[config.mk]
export PLATFORM = sky130hd
export DESIGN_NAME = ptw_ram
export DESIGN_NICKNAME = d
export VERILOG_FILES = /design/src/ptw_ram.sv
export SDC_FILE = /design/constraint.sdc
export NUM_CORES = 1
export LEC_CHECK = 0
export BUFFER_PORTS_ARGS = -buffer_cell sky130_fd_sc_hd__buf_2
export CORE_MARGIN = 8
export CORE_UTILIZATION = 50
export CTS_CLUSTER_SIZE = 12
export DETAILED_ROUTE_END_ITERATION = 6
export PLACE_DENSITY = 0.68
export SETUP_SLACK_MARGIN = 0.15
export SLEW_MARGIN = 20
export SYNTH_ARGS = -nofsm -noshare
export SYNTH_HDL_FRONTEND = slang
export SYNTH_SLANG_ARGS = --single-unit
[constraint.sdc]
create_clock -name clk -period 2.8 [get_ports clk]
set_input_delay 0.56 -clock clk [delete_from_list [all_inputs] [get_ports clk]]
set_output_delay 0.56 -clock clk [all_outputs]
set_load 0.01 [all_outputs]
[src/ptw_ram.sv]
// Generic simple dual-port RAM: one write port, one read port with registered data.
`default_nettype none

module ptw_ram #(
    parameter int WIDTH = 8,
    parameter int DEPTH = 16
) (
    input  wire logic                     clk,
    input  wire logic                     we,
    input  wire logic [$clog2(DEPTH)-1:0] waddr,
    input  wire logic [WIDTH-1:0]         wdata,
    input  wire logic [$clog2(DEPTH)-1:0] raddr,
    output logic      [WIDTH-1:0]         rdata
);

    logic [WIDTH-1:0] mem [DEPTH];

    always_ff @(posedge clk)
    begin
        if (we)
        begin
            mem[waddr] <= wdata;
        end
        rdata <= mem[raddr];
    end

endmodule

`default_nettype wire

# After elaboration in Yosys (flattened, before gate mapping)

Memory sizes are Yosys's and may differ from the RTL's. A register that Yosys moved wholly into a read port is not among the register bits.
Cells that the tools add are included.

Bits in registers: 0
Bits in writable memories: 128
Input bits: 18
Output and inout port bits: 8
Logic and storage cells: 3
Memories kept: 1

Memories:

| memory | words | width | rd ports | clocked after memory_dff | write ports | RTL line | RTL |
|---|---|---|---|---|---|---|---|
| mem    | 16    | 8     | 1        | 1                        | 1           | 16       | `logic [WIDTH-1:0] mem [DEPTH];` |

Mux-type cells: 2

Operators with widths:

| cell   | count |
|---|---|
| $mux 1 | 2 |

# Logic depth before layout (Yosys ltp)

Depth in word-level cells: 2
Depth in mapped cells: 5
Gate-level depth less buffers: 3

# Worst setup path after synthesis

No wires, ideal clock.

Kind: input to register
Start: in waddr[2]
End: mem mem[0][0] (enable)
Setup time: 0.383 ns
Data arrival time: 1.670 ns
Setup slack: 0.747 ns
Stages: 2
Path buffers: 0
Cell sequence: or3b_2 -> nor3_1

RTL lines:

| what        | RTL line | RTL |
|---|---|---|
| from (decl) | 10       | `input wire logic [$clog2(DEPTH)-1:0] waddr,` |
| to (decl)   | 16       |  |

Straight into the memory's write port.

==> summary.txt <==
Remaining global-route overflow - 0
Count leader, synth - edfxtp_1
Ant. Diodes - 0
Number of vias per cell - 5.615
DRT Pass-1 Iters - 4
Residual DRC - 0
First-pass GRT wire length - 15310 um
Clk sinks - 136
TritonCTS Buffers - 17
Avg Synthesized Cell Area - 22.48 um2
Critical-path cell list - buf_2 -> buf_12 -> mux4_1 -> a22oi_1 -> nand2_1
Pins over their slew limit - 0
Core ar. - 10140 um2
Row count - 37
Crit Path Class - primary input to register
CP peak stage delay - 0.58 ns
CTS max path bufs - 2
Hpwl dp - 6102 um
Starting density of the core - 50.77%
Setup bufs post-CTS - 0
Routed WL per cell - 23.17 um
Layout cell share with drive strength beyond 1 - 30.38%
Synth area leader - edfxtp_1
P&R area growth vs syn - 17.77%
Min-Delay Path Depth - 1
Crit path capture type - register
Vias in the first global route - 2570
Final nets - 298
Met2 routed WL - 4989 um
Synth cell count leaders - edfxtp_1 (128), mux4_2 (18), a22oi_1 (16), mux4_1 (14), nor2_1 (13)
Syn Std Cell Area - 5147 um2
Critical Path AT - 2.05 ns
Vias - 2409
EDFF count, synth - 128
Max Clock Skew - 0.007758 ns
Slew @ Worst Pin - 0.7949 ns
FF+latch count, synth - 136
Status - completed
Post_cts resized - 0
Async SR Flop Fraction - 0%
Die W - 117.5 um
CTS tree - done
Final GP Congestion - 0.7322
Final worst-path cycle share - 59.50%
Die height - 117.5 um
P per Cell Area - 758.0 nW/um2
Hold WC Path Type - primary input to register
Cell count along the critical path - 5
Critical Path RT - 3.18 ns
Worst r2r path cells - 3
CTS root buffer - clkbuf_8
Total Routing Usage GR - 15.13%
CP max FO - 22
Crit path time final - 1.666 ns
R2r setup slk - 1.44 ns
VDD IR max - 0.3322 mV
Post-synth top area share - 74.67%
Mapped Cells - 229
Ports - 26
Iter 0 DRT Violations - 196
Syn Nets - 247
Final Hold Fails - 0
Largest net degree at the start of global routing - 23
Placed Cells incl. Taps - 397
Post-route cell area - 6062 um2
Multi-input gate area - 1057 um2
Placed cell area - 5497 um2
Max layer used - met4
Storage element area - 4004 um2
PortBufs - 25
RSZ-0062 raised after global routing - no
Slowest CP cell - mux4_1
DIE AREA - 13800 um2
Fillers - 718
Yosys warns - 0
Setup TNS - 0 ns
Maximum clock frequency - 0.6003 GHz
# hold bufs at CTS - 0
Layout Cells excl Fill - 429
Buf+Inv Stages, Crit Path - 2
Antenna-violating nets left - 0
Synth area leaders - edfxtp_1 (75%), mux4_2 (7.9%), mux4_1 (7.1%)
Met3 WL - 617 um
Crit-path leading delay family - buffers and inverters
Leakage - 2.063 nW
Post-synthesis cell type count - 19
Metal-1 WL - 4277 um
Startpoint types - primary input
Top_reg_cell synth - edfxtp_1
H-tree depth - 4
Slew HR - 46.81%
Max cap viols - 0
Final Core Density - 59.79%
Post-synthesis sequential area ratio - 77.78%
Insertion delay to the later sink of the worst-skew pair - 0.51 ns
Post-Route WL - 9938 um
Reg clk slew, reported paths - 0.06 ns
Initial antenna violation count - 0
Setup violations, final - 0
Total Power - 0.004595 W
-- state kept, by name (all words and copies together) (netlist names) --
register and flops:
mem 128, rdata 8
-- through the flow --
step                      setup slack, ns  hold WS, ns
after floorplan                    0.7471       0.6293
after global placement             0.6179       0.6612
after detailed placement           0.5966       0.6690
after CTS                           1.140       0.4067
after global routing                1.060       0.4267
final                               1.134       0.4255
-- area by class of cell --
class / count / share of cell area [%]
clock buffers: 24 / 7.761
clock inverters: 8 / 1.569
multi-input cells: 83 / 17.44
flip-flops and latches: 136 / 66.05
well taps: 136 / 2.807
repair buffers: 42 / 4.376
-- routing by layer --
layer  up-vias  global-route usage [%]
li1       1074                       -
met3         2                   4.173
met1      1244                   18.76
met5         -                       0
met4         0                   6.485
met2        89                   24.54
-- worst register-to-register path, stage by stage, from the launching register on --
cell and delay (ns):
edfxtp_1 0.36, mux4_1 0.53, a22oi_1 0.28, nand2_1 0.07
-- path summary, 6_finish.rpt --
path / startpoint / endpoint
worst max-delay path: raddr[0] / rdata[1]$_DFF_P_
worst min-delay path: wdata[0] / mem[1][0]$_DFFE_PP_
worst max register to register: mem[9][3]$_DFFE_PP_ / rdata[3]$_DFF_P_
worst min register to register: mem[14][4]$_DFFE_PP_ / rdata[4]$_DFF_P_
-- kinds of logic after synthesis --
family / after synthesis / synth area share [%]
multiplexers: 32 / 15.02
AO/OA/AOI/OAI: 16 / 2.334
AND/OR/NAND/NOR: 35 / 3.184
buffers and inverters: 10 / 1.677
flip-flops: 136 / 77.78
-- placed cells by master (no fill, tap or decap), types with 4 or more instances in the layout --
master | netlist | final
buf_4 | 1 | 16
clkbuf_1 | 0 | 4
clkinv_2 | 0 | 4
nor2_1 | 13 | 13
clkbuf_8 | 0 | 4
nor3_1 | 4 | 4
a22oi_1 | 16 | 16
dfxtp_1 | 8 | 8
mux4_1 | 14 | 14
edfxtp_1 | 128 | 128
clkbuf_16 | 0 | 16
nand2_1 | 9 | 9
mux4_2 | 18 | 18
buf_2 | 3 | 25
-- power by group --
group,total (W),internal [W],switching (W)
clock network,0.00210,0.00133,0.000764
registers,0.00229,0.00228,0.0000129
logic,0.000210,0.0000890,0.000121
(Power assumes the default switching activity.)
